--- src/rtl/core/jspp_pkg.sv ---
// shared constants, codes and types of the job scheduler policy picker
// no dependencies; imported by every module of the block
`default_nettype none

package jspp_pkg;

    // slot table size and derived widths
    localparam int MAX_JOBS = 64;
    localparam int SLOT_W   = $clog2(MAX_JOBS);
    localparam int CNT_W    = $clog2(MAX_JOBS + 1);

    // field widths
    localparam int REM_W    = 24;
    localparam int TIME_W   = 32;
    localparam int POL_W    = 2;
    localparam int QUANT_W  = 16;
    localparam int CHUNK_W  = 16;
    localparam int JOBS_W   = 7;
    localparam int DATA_W   = 32;
    localparam int ADDR_W   = 4;

    // scheduling policies
    localparam logic [POL_W-1:0] POL_FIFO = 2'd0;
    localparam logic [POL_W-1:0] POL_RR   = 2'd1;
    localparam logic [POL_W-1:0] POL_SJF  = 2'd2;
    localparam logic [POL_W-1:0] POL_PSJF = 2'd3;

    // request opcodes
    localparam logic OP_ADMIT = 1'b0;
    localparam logic OP_STEP  = 1'b1;

    // register indexes
    localparam logic [1:0] REG_POLICY  = 2'd0;
    localparam logic [1:0] REG_QUANTUM = 2'd1;
    localparam logic [1:0] REG_CHUNK   = 2'd2;
    localparam logic [1:0] REG_JOBS    = 2'd3;

    // register reset values
    localparam logic [POL_W-1:0]   RST_POLICY  = POL_FIFO;
    localparam logic [QUANT_W-1:0] RST_QUANTUM = 16'd500;
    localparam logic [CHUNK_W-1:0] RST_CHUNK   = 16'd100;
    localparam logic [JOBS_W-1:0]  RST_JOBS    = JOBS_W'(MAX_JOBS);

    // configuration register contents
    typedef struct packed {
        logic [POL_W-1:0]   policy;
        logic [QUANT_W-1:0] quantum;
        logic [CHUNK_W-1:0] run_chunk;
        logic [JOBS_W-1:0]  job_count;
    } t_cfg;

    // controller to datapath commands
    typedef struct packed {
        logic accept;
        logic admit;
        logic rd_run;
        logic retire;
        logic mod_q_start;
        logic mod_n_start;
        logic scan_init;
        logic scan_init_rr;
        logic scan_step;
        logic take_hit;
        logic sjf_issue;
        logic do_switch;
        logic run;
        logic load_out;
    } t_cmd;

    // datapath to controller status
    typedef struct packed {
        logic             op;
        logic [POL_W-1:0] policy;
        logic             run_valid;
        logic             hit;
        logic             last;
        logic             mod_done;
        logic             mod_zero;
        logic             out_free;
    } t_sts;

endpackage

`default_nettype wire

--- src/rtl/core/job_scheduler_policy_picker.sv ---
// top level of the job scheduler policy picker: register port and core wiring
// depends on jspp_pkg, jspp_ctrl and jspp_datapath
`default_nettype none

// Job scheduler policy picker. Requests are taken one at a time. An admit
// request is dispatched, writes its burst to the remaining-time memory and
// then loads the output register once it is free. A step request is
// dispatched, reads the running job, retires it if it is finished, searches
// as its policy needs, switches, runs one chunk and then loads the output
// register once it is free. A running FIFO or non-preemptive shortest job
// needs no search. FIFO and the first pick of round robin walk the active
// marks one slot per cycle, then make the switch. Shortest job first reads
// the remaining-time memory through its single read port, one slot per
// cycle, then makes the switch. A running round robin job passes through the
// iterative remainder unit for the slice check; at a slice boundary it passes
// through it again for the rotation start, then walks the active marks and
// makes the switch. A new request is taken while the previous result is
// still waiting in the output register. There is no clearing pass after
// reset.
module job_scheduler_policy_picker (
    input  wire logic                          i_clk,
    input  wire logic                          i_rst_n,
    // request channel
    input  wire logic                          i_valid,
    output logic                               o_stall,
    input  wire logic                          i_opcode,
    input  wire logic [jspp_pkg::SLOT_W-1:0]   i_slot,
    input  wire logic [jspp_pkg::REM_W-1:0]    i_burst,
    // result channel
    output logic                               o_valid,
    input  wire logic                          i_stall,
    output logic [jspp_pkg::SLOT_W-1:0]        o_chosen_slot,
    output logic                               o_chosen_valid,
    output logic [jspp_pkg::SLOT_W-1:0]        o_retired_slot,
    output logic                               o_retired_valid,
    output logic [jspp_pkg::TIME_W-1:0]        o_now_time,
    // register port
    input  wire logic                          psel,
    input  wire logic                          penable,
    input  wire logic                          pwrite,
    input  wire logic [jspp_pkg::ADDR_W-1:0]   paddr,
    input  wire logic [jspp_pkg::DATA_W-1:0]   pwdata,
    output logic [jspp_pkg::DATA_W-1:0]        prdata,
    output logic                               pready
);
    import jspp_pkg::*;

    t_cfg       r_cfg;
    t_cmd       w_cmd;
    t_sts       w_sts;
    logic [1:0] n_reg_idx;
    logic       n_wr;

    assign n_reg_idx = paddr[3:2];
    assign n_wr      = psel && penable && pwrite;
    assign pready    = 1'b1;

    // register writes
    always_ff @(posedge i_clk) begin
        if (!i_rst_n) begin
            r_cfg.policy    <= RST_POLICY;
            r_cfg.quantum   <= RST_QUANTUM;
            r_cfg.run_chunk <= RST_CHUNK;
            r_cfg.job_count <= RST_JOBS;
        end else if (n_wr) begin
            unique case (n_reg_idx)
                REG_POLICY:  r_cfg.policy    <= pwdata[POL_W-1:0];
                REG_QUANTUM: r_cfg.quantum   <= pwdata[QUANT_W-1:0];
                REG_CHUNK:   r_cfg.run_chunk <= pwdata[CHUNK_W-1:0];
                REG_JOBS:    r_cfg.job_count <= pwdata[JOBS_W-1:0];
                default:     r_cfg           <= r_cfg;
            endcase
        end
    end

    // register readback
    always_comb begin
        unique case (n_reg_idx)
            REG_POLICY:  prdata = DATA_W'(r_cfg.policy);
            REG_QUANTUM: prdata = DATA_W'(r_cfg.quantum);
            REG_CHUNK:   prdata = DATA_W'(r_cfg.run_chunk);
            REG_JOBS:    prdata = DATA_W'(r_cfg.job_count);
            default:     prdata = '0;
        endcase
    end

    jspp_ctrl u_ctrl (
        .i_clk   (i_clk),
        .i_rst_n (i_rst_n),
        .i_valid (i_valid),
        .o_stall (o_stall),
        .i_sts   (w_sts),
        .o_cmd   (w_cmd)
    );

    jspp_datapath u_dp (
        .i_clk           (i_clk),
        .i_rst_n         (i_rst_n),
        .i_cfg           (r_cfg),
        .i_cmd           (w_cmd),
        .o_sts           (w_sts),
        .i_opcode        (i_opcode),
        .i_slot          (i_slot),
        .i_burst         (i_burst),
        .o_valid         (o_valid),
        .i_stall         (i_stall),
        .o_chosen_slot   (o_chosen_slot),
        .o_chosen_valid  (o_chosen_valid),
        .o_retired_slot  (o_retired_slot),
        .o_retired_valid (o_retired_valid),
        .o_now_time      (o_now_time)
    );

endmodule

`default_nettype wire

--- src/rtl/core/jspp_mod_unit.sv ---
// iterative remainder unit, one quotient bit per cycle (restoring)
// depends on jspp_pkg for widths
`default_nettype none

module jspp_mod_unit (
    input  wire logic                          i_clk,
    input  wire logic                          i_rst_n,
    input  wire logic                          i_start,
    input  wire logic [jspp_pkg::TIME_W-1:0]   i_dividend,
    input  wire logic [jspp_pkg::QUANT_W-1:0]  i_divisor,
    output logic                               o_done,
    output logic [jspp_pkg::QUANT_W-1:0]       o_rem
);
    import jspp_pkg::*;

    localparam int STEP_W = $clog2(TIME_W);

    logic                r_busy;
    logic                r_done;
    logic [STEP_W-1:0]   r_step;
    logic [TIME_W-1:0]   r_dvd;
    logic [QUANT_W-1:0]  r_dsr;
    logic [QUANT_W-1:0]  r_part;
    logic [QUANT_W:0]    n_trial;
    logic [QUANT_W:0]    n_diff;

    // shift in next dividend bit and try a subtract
    always_comb begin
        n_trial = {r_part, r_dvd[TIME_W-1]};
        n_diff  = n_trial - {1'b0, r_dsr};
    end

    // control
    always_ff @(posedge i_clk) begin
        if (!i_rst_n) begin
            r_busy <= 1'b0;
            r_done <= 1'b0;
            r_step <= '0;
        end else begin
            r_done <= 1'b0;
            if (i_start) begin
                r_busy <= 1'b1;
                r_step <= '0;
            end else if (r_busy) begin
                r_step <= r_step + 1'b1;
                if (r_step == STEP_W'(TIME_W - 1)) begin
                    r_busy <= 1'b0;
                    r_done <= 1'b1;
                end
            end
        end
    end

    // partial remainder
    always_ff @(posedge i_clk) begin
        if (i_start) begin
            r_dvd  <= i_dividend;
            r_dsr  <= i_divisor;
            r_part <= '0;
        end else if (r_busy) begin
            r_dvd <= {r_dvd[TIME_W-2:0], 1'b0};
            if (n_trial >= {1'b0, r_dsr}) begin
                r_part <= n_diff[QUANT_W-1:0];
            end else begin
                r_part <= n_trial[QUANT_W-1:0];
            end
        end
    end

    assign o_done = r_done;
    assign o_rem  = r_part;

endmodule

`default_nettype wire

--- src/rtl/core/jspp_datapath.sv ---
// slot table, remaining-time memory, scan logic, time keeping and result register
// depends on jspp_pkg and jspp_mod_unit; driven by jspp_ctrl commands
`default_nettype none

module jspp_datapath (
    input  wire logic                          i_clk,
    input  wire logic                          i_rst_n,
    input  wire jspp_pkg::t_cfg                i_cfg,
    input  wire jspp_pkg::t_cmd                i_cmd,
    output jspp_pkg::t_sts                     o_sts,
    input  wire logic                          i_opcode,
    input  wire logic [jspp_pkg::SLOT_W-1:0]   i_slot,
    input  wire logic [jspp_pkg::REM_W-1:0]    i_burst,
    output logic                               o_valid,
    input  wire logic                          i_stall,
    output logic [jspp_pkg::SLOT_W-1:0]        o_chosen_slot,
    output logic                               o_chosen_valid,
    output logic [jspp_pkg::SLOT_W-1:0]        o_retired_slot,
    output logic                               o_retired_valid,
    output logic [jspp_pkg::TIME_W-1:0]        o_now_time
);
    import jspp_pkg::*;

    // request fields
    logic                r_op;
    logic [SLOT_W-1:0]   r_slot;
    logic [REM_W-1:0]    r_burst;

    // scheduler state
    logic [MAX_JOBS-1:0] r_active;
    logic [SLOT_W-1:0]   r_run_idx;
    logic                r_run_v;
    logic [TIME_W-1:0]   r_now;
    logic [TIME_W-1:0]   r_last;

    // remaining-time memory
    logic [REM_W-1:0]    r_rem_mem [MAX_JOBS];
    logic [REM_W-1:0]    r_rd_data;
    logic [SLOT_W-1:0]   n_rd_addr;
    logic                n_we;
    logic [SLOT_W-1:0]   n_wr_addr;
    logic [REM_W-1:0]    n_wr_data;

    // scan state
    logic [SLOT_W-1:0]   r_idx;
    logic [CNT_W-1:0]    r_cnt;
    logic                r_pick_v;
    logic [SLOT_W-1:0]   r_pick_idx;
    logic [REM_W-1:0]    r_pick_rem;
    logic                r_cmp_v;
    logic                r_cmp_act;
    logic [SLOT_W-1:0]   r_cmp_idx;
    logic [SLOT_W-1:0]   n_idx_next;

    // step results
    logic                r_ch_v;
    logic [SLOT_W-1:0]   r_ch_idx;
    logic                r_ret_v;
    logic [SLOT_W-1:0]   r_ret_idx;

    // output register
    logic                r_o_valid;
    logic [SLOT_W-1:0]   r_o_ch_idx;
    logic                r_o_ch_v;
    logic [SLOT_W-1:0]   r_o_ret_idx;
    logic                r_o_ret_v;
    logic [TIME_W-1:0]   r_o_now;

    // effective register values
    logic [CNT_W-1:0]    n_jobs;
    logic [QUANT_W-1:0]  n_quant;
    logic [REM_W-1:0]    n_chunk;
    logic                n_rem_gt;

    // remainder unit
    logic                n_mod_start;
    logic [TIME_W-1:0]   n_mod_dvd;
    logic [QUANT_W-1:0]  n_mod_dsr;
    logic                w_mod_done;
    logic [QUANT_W-1:0]  w_mod_rem;

    // clamp registers to their usable ranges
    always_comb begin
        if (i_cfg.job_count == '0) begin
            n_jobs = CNT_W'(1);
        end else if (CNT_W'(i_cfg.job_count) > CNT_W'(MAX_JOBS)) begin
            n_jobs = CNT_W'(MAX_JOBS);
        end else begin
            n_jobs = CNT_W'(i_cfg.job_count);
        end
        n_quant = (i_cfg.quantum == '0) ? QUANT_W'(1) : i_cfg.quantum;
        n_chunk = (i_cfg.run_chunk == '0) ? REM_W'(1) : REM_W'(i_cfg.run_chunk);
        n_rem_gt = r_rd_data > n_chunk;
    end

    // scan index advances modulo the slot count
    always_comb begin
        if ((CNT_W'(r_idx) + CNT_W'(1)) == n_jobs) begin
            n_idx_next = '0;
        end else begin
            n_idx_next = r_idx + 1'b1;
        end
    end

    // remainder requests: elapsed time by quantum, or rotation start by slot count
    always_comb begin
        n_mod_start = i_cmd.mod_q_start | i_cmd.mod_n_start;
        if (i_cmd.mod_n_start) begin
            n_mod_dvd = TIME_W'(r_run_idx) + TIME_W'(1);
            n_mod_dsr = QUANT_W'(n_jobs);
        end else begin
            n_mod_dvd = r_now - r_last;
            n_mod_dsr = n_quant;
        end
    end

    jspp_mod_unit u_mod (
        .i_clk      (i_clk),
        .i_rst_n    (i_rst_n),
        .i_start    (n_mod_start),
        .i_dividend (n_mod_dvd),
        .i_divisor  (n_mod_dsr),
        .o_done     (w_mod_done),
        .o_rem      (w_mod_rem)
    );

    // memory port selection
    always_comb begin
        n_rd_addr = i_cmd.rd_run ? r_run_idx : r_idx;
        n_we      = 1'b0;
        n_wr_addr = r_run_idx;
        n_wr_data = '0;
        if (i_cmd.admit) begin
            n_we      = 1'b1;
            n_wr_addr = r_slot;
            n_wr_data = r_burst;
        end else if (i_cmd.run && r_run_v) begin
            n_we      = 1'b1;
            n_wr_data = n_rem_gt ? (r_rd_data - n_chunk) : '0;
        end
    end

    // remaining-time memory, registered read
    always_ff @(posedge i_clk) begin
        if (n_we) begin
            r_rem_mem[n_wr_addr] <= n_wr_data;
        end
        r_rd_data <= r_rem_mem[n_rd_addr];
    end

    // request capture
    always_ff @(posedge i_clk) begin
        if (i_cmd.accept) begin
            r_op    <= i_opcode;
            r_slot  <= i_slot;
            r_burst <= i_burst;
        end
    end

    // scheduler control state
    always_ff @(posedge i_clk) begin
        if (!i_rst_n) begin
            r_active  <= '0;
            r_run_idx <= '0;
            r_run_v   <= 1'b0;
            r_now     <= '0;
            r_last    <= '0;
            r_ch_v    <= 1'b0;
            r_ret_v   <= 1'b0;
            r_pick_v  <= 1'b0;
            r_cmp_v   <= 1'b0;
            r_idx     <= '0;
            r_cnt     <= '0;
        end else begin
            r_cmp_v <= i_cmd.sjf_issue;

            if (i_cmd.accept) begin
                r_ch_v  <= 1'b0;
                r_ret_v <= 1'b0;
            end

            if (i_cmd.admit) begin
                r_active[r_slot] <= 1'b1;
            end

            // retire a finished running job
            if (i_cmd.retire && r_run_v && r_rd_data == '0) begin
                r_active[r_run_idx] <= 1'b0;
                r_ret_v   <= 1'b1;
                r_run_v   <= 1'b0;
                r_run_idx <= '0;
            end

            // scan start and advance
            if (i_cmd.scan_init) begin
                r_idx    <= '0;
                r_cnt    <= '0;
                r_pick_v <= 1'b0;
            end else if (i_cmd.scan_init_rr) begin
                r_idx    <= w_mod_rem[SLOT_W-1:0];
                r_cnt    <= '0;
                r_pick_v <= 1'b0;
            end else if (i_cmd.scan_step || i_cmd.sjf_issue) begin
                r_idx <= n_idx_next;
                r_cnt <= r_cnt + 1'b1;
            end

            if (i_cmd.take_hit) begin
                r_pick_v <= 1'b1;
            end

            // shortest remaining time, ties to the lowest slot
            if (r_cmp_v && r_cmp_act && (!r_pick_v || r_rd_data < r_pick_rem)) begin
                r_pick_v <= 1'b1;
            end

            // switch to the picked job
            if (i_cmd.do_switch && r_pick_v && (!r_run_v || r_pick_idx != r_run_idx)) begin
                r_run_idx <= r_pick_idx;
                r_run_v   <= 1'b1;
                r_last    <= r_now;
            end

            // run for one chunk or idle one unit
            if (i_cmd.run) begin
                if (r_run_v) begin
                    r_now  <= r_now + (n_rem_gt ? TIME_W'(n_chunk) : TIME_W'(r_rd_data));
                    r_ch_v <= 1'b1;
                end else begin
                    r_now <= r_now + TIME_W'(1);
                end
            end
        end
    end

    // scan payload and step result slots
    always_ff @(posedge i_clk) begin
        if (i_cmd.sjf_issue) begin
            r_cmp_idx <= r_idx;
            r_cmp_act <= r_active[r_idx];
        end
        if (i_cmd.take_hit) begin
            r_pick_idx <= r_idx;
        end
        if (r_cmp_v && r_cmp_act && (!r_pick_v || r_rd_data < r_pick_rem)) begin
            r_pick_idx <= r_cmp_idx;
            r_pick_rem <= r_rd_data;
        end
        if (i_cmd.retire) begin
            r_ret_idx <= r_run_idx;
        end
        if (i_cmd.run) begin
            r_ch_idx <= r_run_idx;
        end
    end

    // output register
    always_ff @(posedge i_clk) begin
        if (!i_rst_n) begin
            r_o_valid <= 1'b0;
        end else if (i_cmd.load_out) begin
            r_o_valid <= 1'b1;
        end else if (!i_stall) begin
            r_o_valid <= 1'b0;
        end
    end

    always_ff @(posedge i_clk) begin
        if (i_cmd.load_out) begin
            r_o_ch_v    <= r_ch_v;
            r_o_ch_idx  <= r_ch_v ? r_ch_idx : '0;
            r_o_ret_v   <= r_ret_v;
            r_o_ret_idx <= r_ret_v ? r_ret_idx : '0;
            r_o_now     <= r_now;
        end
    end

    // status back to the controller
    always_comb begin
        o_sts.op        = r_op;
        o_sts.policy    = i_cfg.policy;
        o_sts.run_valid = r_run_v;
        o_sts.hit       = r_active[r_idx];
        o_sts.last      = (r_cnt == (n_jobs - CNT_W'(1)));
        o_sts.mod_done  = w_mod_done;
        o_sts.mod_zero  = (w_mod_rem == '0);
        o_sts.out_free  = !r_o_valid || !i_stall;
    end

    assign o_valid         = r_o_valid;
    assign o_chosen_slot   = r_o_ch_idx;
    assign o_chosen_valid  = r_o_ch_v;
    assign o_retired_slot  = r_o_ret_idx;
    assign o_retired_valid = r_o_ret_v;
    assign o_now_time      = r_o_now;

endmodule

`default_nettype wire

--- src/rtl/core/jspp_ctrl.sv ---
// sequencing state machine of the scheduler, one request at a time
// depends on jspp_pkg; commands jspp_datapath
`default_nettype none

module jspp_ctrl (
    input  wire logic            i_clk,
    input  wire logic            i_rst_n,
    input  wire logic            i_valid,
    output logic                 o_stall,
    input  wire jspp_pkg::t_sts  i_sts,
    output jspp_pkg::t_cmd       o_cmd
);
    import jspp_pkg::*;

    localparam logic [3:0] ST_IDLE     = 4'd0;
    localparam logic [3:0] ST_DISPATCH = 4'd1;
    localparam logic [3:0] ST_ADMIT    = 4'd2;
    localparam logic [3:0] ST_RD_RUN   = 4'd3;
    localparam logic [3:0] ST_RETIRE   = 4'd4;
    localparam logic [3:0] ST_DECIDE   = 4'd5;
    localparam logic [3:0] ST_MOD_Q    = 4'd6;
    localparam logic [3:0] ST_MOD_N    = 4'd7;
    localparam logic [3:0] ST_SCAN_ACT = 4'd8;
    localparam logic [3:0] ST_SCAN_SJF = 4'd9;
    localparam logic [3:0] ST_SJF_LAST = 4'd10;
    localparam logic [3:0] ST_SWITCH   = 4'd11;
    localparam logic [3:0] ST_RD_PICK  = 4'd12;
    localparam logic [3:0] ST_RUN      = 4'd13;
    localparam logic [3:0] ST_OUT      = 4'd14;

    logic [3:0] r_state;
    logic [3:0] n_state;

    // next state and command decode
    always_comb begin
        n_state = r_state;
        o_cmd   = '0;
        unique case (r_state)
            ST_IDLE: begin
                if (i_valid) begin
                    o_cmd.accept = 1'b1;
                    n_state      = ST_DISPATCH;
                end
            end
            ST_DISPATCH: begin
                n_state = (i_sts.op == OP_ADMIT) ? ST_ADMIT : ST_RD_RUN;
            end
            ST_ADMIT: begin
                o_cmd.admit = 1'b1;
                n_state     = ST_OUT;
            end
            ST_RD_RUN: begin
                o_cmd.rd_run = 1'b1;
                n_state      = ST_RETIRE;
            end
            ST_RETIRE: begin
                o_cmd.retire = 1'b1;
                n_state      = ST_DECIDE;
            end
            // pick the search that the policy needs
            ST_DECIDE: begin
                unique case (i_sts.policy)
                    POL_FIFO: begin
                        if (i_sts.run_valid) begin
                            n_state = ST_RD_PICK;
                        end else begin
                            o_cmd.scan_init = 1'b1;
                            n_state         = ST_SCAN_ACT;
                        end
                    end
                    POL_RR: begin
                        if (i_sts.run_valid) begin
                            o_cmd.mod_q_start = 1'b1;
                            n_state           = ST_MOD_Q;
                        end else begin
                            o_cmd.scan_init = 1'b1;
                            n_state         = ST_SCAN_ACT;
                        end
                    end
                    POL_SJF: begin
                        if (i_sts.run_valid) begin
                            n_state = ST_RD_PICK;
                        end else begin
                            o_cmd.scan_init = 1'b1;
                            n_state         = ST_SCAN_SJF;
                        end
                    end
                    default: begin
                        o_cmd.scan_init = 1'b1;
                        n_state         = ST_SCAN_SJF;
                    end
                endcase
            end
            // slice boundary check
            ST_MOD_Q: begin
                if (i_sts.mod_done) begin
                    if (i_sts.mod_zero) begin
                        o_cmd.mod_n_start = 1'b1;
                        n_state           = ST_MOD_N;
                    end else begin
                        n_state = ST_RD_PICK;
                    end
                end
            end
            // rotation start slot
            ST_MOD_N: begin
                if (i_sts.mod_done) begin
                    o_cmd.scan_init_rr = 1'b1;
                    n_state            = ST_SCAN_ACT;
                end
            end
            // first active slot from the scan start
            ST_SCAN_ACT: begin
                if (i_sts.hit) begin
                    o_cmd.take_hit = 1'b1;
                    n_state        = ST_SWITCH;
                end else if (i_sts.last) begin
                    n_state = ST_SWITCH;
                end else begin
                    o_cmd.scan_step = 1'b1;
                end
            end
            // shortest job scan, one memory read per cycle
            ST_SCAN_SJF: begin
                o_cmd.sjf_issue = 1'b1;
                if (i_sts.last) begin
                    n_state = ST_SJF_LAST;
                end
            end
            ST_SJF_LAST: begin
                n_state = ST_SWITCH;
            end
            ST_SWITCH: begin
                o_cmd.do_switch = 1'b1;
                n_state         = ST_RD_PICK;
            end
            ST_RD_PICK: begin
                o_cmd.rd_run = 1'b1;
                n_state      = ST_RUN;
            end
            ST_RUN: begin
                o_cmd.run = 1'b1;
                n_state   = ST_OUT;
            end
            ST_OUT: begin
                if (i_sts.out_free) begin
                    o_cmd.load_out = 1'b1;
                    n_state        = ST_IDLE;
                end
            end
            default: begin
                n_state = ST_IDLE;
            end
        endcase
    end

    // state register
    always_ff @(posedge i_clk) begin
        if (!i_rst_n) begin
            r_state <= ST_IDLE;
        end else begin
            r_state <= n_state;
        end
    end

    assign o_stall = (r_state != ST_IDLE);

endmodule

`default_nettype wire

--- config.mk ---
export PLATFORM = sky130hd
export DESIGN_NAME = job_scheduler_policy_picker
export DESIGN_NICKNAME = d
export VERILOG_FILES = /design/src/rtl/core/jspp_pkg.sv /design/src/rtl/core/job_scheduler_policy_picker.sv /design/src/rtl/core/jspp_mod_unit.sv /design/src/rtl/core/jspp_datapath.sv /design/src/rtl/core/jspp_ctrl.sv
export SDC_FILE = /design/constraint.sdc
export NUM_CORES = 2
export LEC_CHECK = 0
export BUFFER_PORTS_ARGS = -buffer_cell sky130_fd_sc_hd__buf_2
export CORE_MARGIN = 4
export CORE_UTILIZATION = 53
export DETAILED_ROUTE_END_ITERATION = 12
export GPL_ROUTABILITY_DRIVEN = 0
export PLACE_DENSITY_LB_ADDON = 0.25
export SLEW_MARGIN = 20
export SYNTH_ARGS = -nofsm -noshare
export SYNTH_HDL_FRONTEND = slang
export SYNTH_HIERARCHICAL = 1
export SYNTH_SLANG_ARGS = --single-unit
--- constraint.sdc ---
create_clock -name i_clk -period 15.6 [get_ports i_clk]
set_input_delay 2.34 -clock i_clk [delete_from_list [all_inputs] [get_ports i_clk]]
set_output_delay 2.34 -clock i_clk [all_outputs]
set_load 0.01 [all_outputs]
After elaboration in Yosys (flattened, before gate mapping)

Memory sizes are Yosys's and may differ from the RTL's. A register that Yosys moved wholly into a read port is not among the register bits.
Index checks and enable logic that the tools add are counted.

Flip-flop bits (word level): 395
RAM bits: 1536
Output and inout port bits: 81
Logic and storage cells: 235
Memories: 1

Memory list:

| name           | depth | width | read ports | clocked after memory_dff | wr ports | line                | RTL |
|---|---|---|---|---|---|---|---|
| u_dp.r_rem_mem | 64    | 24    | 1          | 1                        | 1        | jspp_datapath.sv:37 | `logic [REM_W-1:0] r_rem_mem [MAX_JOBS];` |

$add $sub $neg: 11
$lt $le $gt $ge: 9
Eq/ne operators: 30
Mux-type cells: 93
Bitwise logic cells: 6
Reduce and logical (&&, ||, !) cells: 47

Operator list:

| cell                                                       | number |
|---|---|
| two-way mux 64 bit                                         | 3 |
| two-way mux 32 bit                                         | 4 |
| one-hot mux 32 bit (4 select lines)                        | 1 |
| two-way mux 24 bit                                         | 4 |
| AND 64 bit                                                 | 1 |
| inverter 64 bit                                            | 1 |
| OR 64 bit                                                  | 1 |
| one-hot mux 4 bit (14 select lines)                        | 1 |
| two-way mux 6 bit                                          | 9 |
| two-way mux 1 bit                                          | 49 |
| zero test 16 bit                                           | 3 |
| two-way mux 4 bit                                          | 9 |
| adder 32 x 1 -> 32 bit, second input constant              | 1 |
| adder 32 bit                                               | 1 |
| two-way mux 16 bit                                         | 2 |
| subtractor 32 bit                                          | 1 |
| equality test 4 bit, second input constant                 | 7 |
| two-way mux 7 bit                                          | 4 |
| greater-than comparator 24 bit                             | 1 |
| zero test 24 bit                                           | 1 |
| less-than comparator 24 bit                                | 1 |
| subtractor 24 bit                                          | 1 |
| less-than comparator 6 x 7 -> 1 bit, second input constant | 3 |
| >= comparator 17 x 16 -> 1 bit                             | 1 |
| other kinds (38)                                           | 86 |

Depth between registers and ports, before layout

Depth after elaboration: 11
Gate-level depth with buffers: 27

Hierarchy

The synthesis kept the hierarchy.

By module, submodules not included:

| module                      | instances | cells each | area each (um2) | seq. area each (um2) |
|---|---|---|---|---|
| jspp_datapath               | 1         | 4468       | 75967.9         | 53451.3 |
| jspp_mod_unit               | 1         | 308        | 3602.2          | 1901.8 |
| job_scheduler_policy_picker | 1         | 218        | 2021.9          | 820.8 |
| jspp_ctrl                   | 1         | 78         | 531.8           | 80.1 |

Worst setup path after synthesis

OpenSTA, ideal clock, no wires.

Kind: reg-to-reg
Start point: reg r_cfg[15] (netlist bit)
End point: reg u_dp.r_now[20]
Library setup time: 116 ps
Arrival: 5501 ps
Slack: 9983 ps
Stages on the path, launching flop included: 28
Cells stage by stage: dfxtp_1 > nor4_1 > a41o_1 > ha_1 > inv_1 > fa_1 > a211oi_1 > o21ai_0 > a21oi_1 > o211ai_1 > a21oi_1 > o21ai_2 > a21o_1 > buf_4 > buf_4 > mux2i_1 > nand2_1 > ha_1 > fa_1 > a21o_1 > a21o_1 > a31oi_1 > o41a_1 > o21ai_0 > a21o_1 > a21oi_1 > mux2i_1 > a31o_2

Word-level cells in the longest chain between the ends: 6

RTL lines:

| element                        | line                              | RTL |
|---|---|---|
| from (decl)                    | job_scheduler_policy_picker.sv:48 | `t_cfg r_cfg;` |
| from (signal assigned)         | job_scheduler_policy_picker.sv:71 | `default: r_cfg <= r_cfg;` |
| zero test 16 bit               | jspp_datapath.sv:92               | `n_chunk = (i_cfg.run_chunk == '0) ? REM_W'(1) : REM_W'(i_cfg.run_chunk);` |
| two-way mux 16 bit *           | jspp_datapath.sv:92               |  |
| greater-than comparator 24 bit | jspp_datapath.sv:93               | `n_rem_gt = r_rd_data > n_chunk;` |
| two-way mux 24 bit *           | jspp_datapath.sv:227              | `r_now <= r_now + (n_rem_gt ? TIME_W'(n_chunk) : TIME_W'(r_rd_data));` |
| adder 32 bit *                 | jspp_datapath.sv:227              |  |
| two-way mux 32 bit *           | jspp_datapath.sv:226              | `if (r_run_v) begin` |
| to (signal assigned)           | jspp_datapath.sv:227              |  |
| to (signal assigned)           | jspp_datapath.sv:230              | `r_now <= r_now + TIME_W'(1);` |
| to (decl)                      | jspp_datapath.sv:33               | `logic [TIME_W-1:0] r_now;` |

Mark *: on every way between the ends. The rest lies on a longest branch, timed or not.
A chain may end at the register's enable or synchronous reset.

Worst setup path in the final report

Start point: reg r_cfg[15] (netlist bit)
End point: reg u_dp.r_now[26]

The elaborated chain is that of the path after synthesis.

==> impl_metrics.yaml <==
pwr:
  finalPower_uw: 12150
  peakVddDrop_mv: 0.1350
  power_density_nw_per_um2: 133.0
  leakagePower_uw: 0.03088
sta:
  finalCriticalPeriod_ps: 6983
  relSlewSlack_pct: 22.73
  rsz0062_at_grt: "no"
  hold_viol: 0
  fmax_mhz: 143.2
  hold_ws_ps: 497.5
  tightest_slew_ps: 1151
  fin_setup_tns_ps: 0
  post-route-period-util_pct: 44.76
  drv_slew: 0
  setup_viol: 0
  worst_clock_skew_ps: 49.65
route:
  antenna_left: 0
  wl_per_cell_um: 26.72
  drt_iter0_drc: 4457
  vias: 45730
  route.detailed.drc: 0
  first_pass_iters: 6
  wl_um: 198600
  vias_per_cell: 6.153
critical_path:
  crit_chain: "nor4_1 -> a41o_1 -> ha_1 -> inv_1 -> fa_1 -> a211oi_1 -> o21ai_0 -> a21oi_1 -> o211ai_1 -> a21oi_1 -> o21ai_2 -> a21o_1 -> mux2i_1 -> nand2_1 -> ha_1 -> fa_1 -> a21o_1 -> a21o_1 -> a31oi_1 -> o41a_1 -> nor3_2 -> o41ai_2 -> o21ai_0 -> a21boi_0"
  critPathLaunchType: "flop"
  crit_required_ps: 16320
  path_class: "flop to flop"
  crit_path_top_delay_cell: "o41ai_2"
  path_max_fanout: 17
  end_kind: "flop"
  worst-path-buf-inv: 1
  cp_common_cell: "a21o_1"
  arrival_ps: 7700
  critPathMaxStageDelay_ps: 570
  crit_family: "compound AO/OA/AOI/OAI gates"
clock_tree:
  htreeDepth: 4
  numCtsBuffers: 191
  clockRootBuffer: "clkbuf_16"
  clk_latency_ps: 820
  postCtsSetupBuffers: 0
  cts.sinks: 1955
  cts_tree: "done"
  cts_resized: 0
  hold_buffers: 0
  cts.path.max_buffers: 3
  clkSlewWorstSetupHoldPaths_ps: 60
synthesis:
  syn-cell-area_um2: 82120
  synth-edff-count: 1710
  yosys_warnings: 6
  synth-main-ff-cell: "edfxtp_1"
  seq_area_frac_synth_pct: 68.50
  synth_cell_type_count: 96
  ys_async_sr_fraction_pct: 0
  syn_avg_cell_area_um2: 16.19
  syn-instance-count: 5072
  ys_ff_latch: 1955
die:
  start_util_pct: 53.31
  die_h_um: 401.6
  fp.coreArea_um2: 154000
  pin_count: 155
  die_area_um2: 161300
  die_w_um: 401.6
  rows: 144
global_route:
  grt_pass1_vias: 45910
  grt_util_all_layers_pct: 24.46
  grt_remaining_overflow: 0
  grt_max_degree: 130
  grt_pass1_wl_um: 295900
  antenna_found_initial: 4
placed_design:
  detailed_place_hpwl_um: 113100
  dpl_cell_area_um2: 85270
  io_buffers: 119
cells_and_area:
  finalInstanceArea_um2: 91340
  num-nets-final: 5431
  synthToLayoutAreaGrowth_pct: 11.22
  final_common_cell: "edfxtp_1"
  nFillCells: 11450
  post_route_cells_drive_above_1_share_pct: 20.19
  most-common-layout-cells: "edfxtp_1, mux4_2, nand2_1"
  ff_latch_area_um2: 56250
  multi_input_area_um2: 24350
flow_run:
  drv_cap: 0
run_status:
  status: "completed"
hold_path:
  hold_class: "flop to flop"
-- state kept, by name, indices dropped and copies added (netlist names), 24 cells and up --
register / cells
u_dp/r_rem_mem: 1536
u_dp/r_active: 64
r_cfg: 41
u_dp/o_now_time: 32
u_dp/r_last: 32
u_dp/r_now: 32
u_dp/u_mod/r_dvd: 32
u_dp/r_burst: 24
u_dp/r_pick_rem: 24
u_dp/r_rd_data: 24
-- report_power, final --
part           switching [uW]  internal [uW]
Clock                    1930           2540
Combinational             974            671
Sequential                117           5920
Total                    3020           9130
-- layer usage --
metal / track usage (%) / vias up / part of all wire (%)
met5: 0 / - / 0
met3: 4.168 / 367 / 7.1
met4: 8.734 / 0 / 3.5
met2: 41.41 / 1814 / 51
met1: 32.14 / 23410 / 39
li1: - / 20140 / -
-- cell type report --
class	count	share of cell area (%)
antenna	2	0.005480
clock buffer	248	5.648
clock inverter	93	0.9699
inverter	127	0.5219
multi-input combinational	2715	26.66
sequential	1955	61.59
tap	2044	2.800
timing repair buffer	247	1.801
-- tightest hold or removal path, delay by kind of cell (launching register included) --
| kind | cells | cell delay (ps) |
|---|---|---|
| flops | 1 | 340 |
| simple gates | 1 | 60 |
| compound gates | 1 | 50 |
-- metrics by stage --
step / instances / setup WS [ps] / utilization (%)
final: 7431 / 8617 / 59.29
after detailed placement: 7087 / 8723 / 55.35
after global placement: 7087 / 8767 / 55.34
after floorplan: 5094 / 9983 / -
after CTS: 7428 / 8683 / 59.28
after global routing: 7429 / 8172 / 59.29
-- synth_stat cells (59+ instances only) --
cell type,n,area [um^2]
a211oi_1,136,1021
clkbuf_1,163,611.8
mux4_2,407,9166
nand2_1,360,1351
xnor2_1,66,578.1
mux2i_1,109,1091
a31oi_1,59,369.1
dfxtp_1,245,4905
inv_1,127,476.7
edfxtp_1,1710,51350
ha_1,116,1451
nor2b_1,81,506.7
o21ai_0,126,630.6
and2_1,138,863.3
nor2_1,262,983.4
a21oi_1,209,1046
-- cells by family after synthesis --
group                    Yosys count  synth area share, %
buffers and inverters            424                2.390
other                              3              0.01371
multiplexers                     564                13.16
flip-flops                      1955                68.50
adder cells (fa/ha/maj)          120                1.865
AND/OR/NAND/NOR                 1088                6.405
AO/OA/AOI/OAI                    808                6.498
XOR/XNOR                         110                1.173
-- worst paths after layout --
kind / cells after the start / slack (ps) / startpoint / endpoint
worst max-delay path: 24 / 8620 / r_cfg[15]$_SDFFE_PN0P_ / u_dp/r_now[26]$_SDFFE_PN0P_
worst min register to register: 2 / 500 / u_dp/u_mod/o_rem[14]$_SDFFE_PP0P_ / u_dp/u_mod/o_rem[14]$_SDFFE_PP0P_
worst min-delay path: 2 / 500 / u_dp/u_mod/o_rem[14]$_SDFFE_PP0P_ / u_dp/u_mod/o_rem[14]$_SDFFE_PP0P_
worst max register to register: 24 / 8620 / r_cfg[15]$_SDFFE_PN0P_ / u_dp/r_now[26]$_SDFFE_PN0P_
Power figures use the tool's default switching activity.
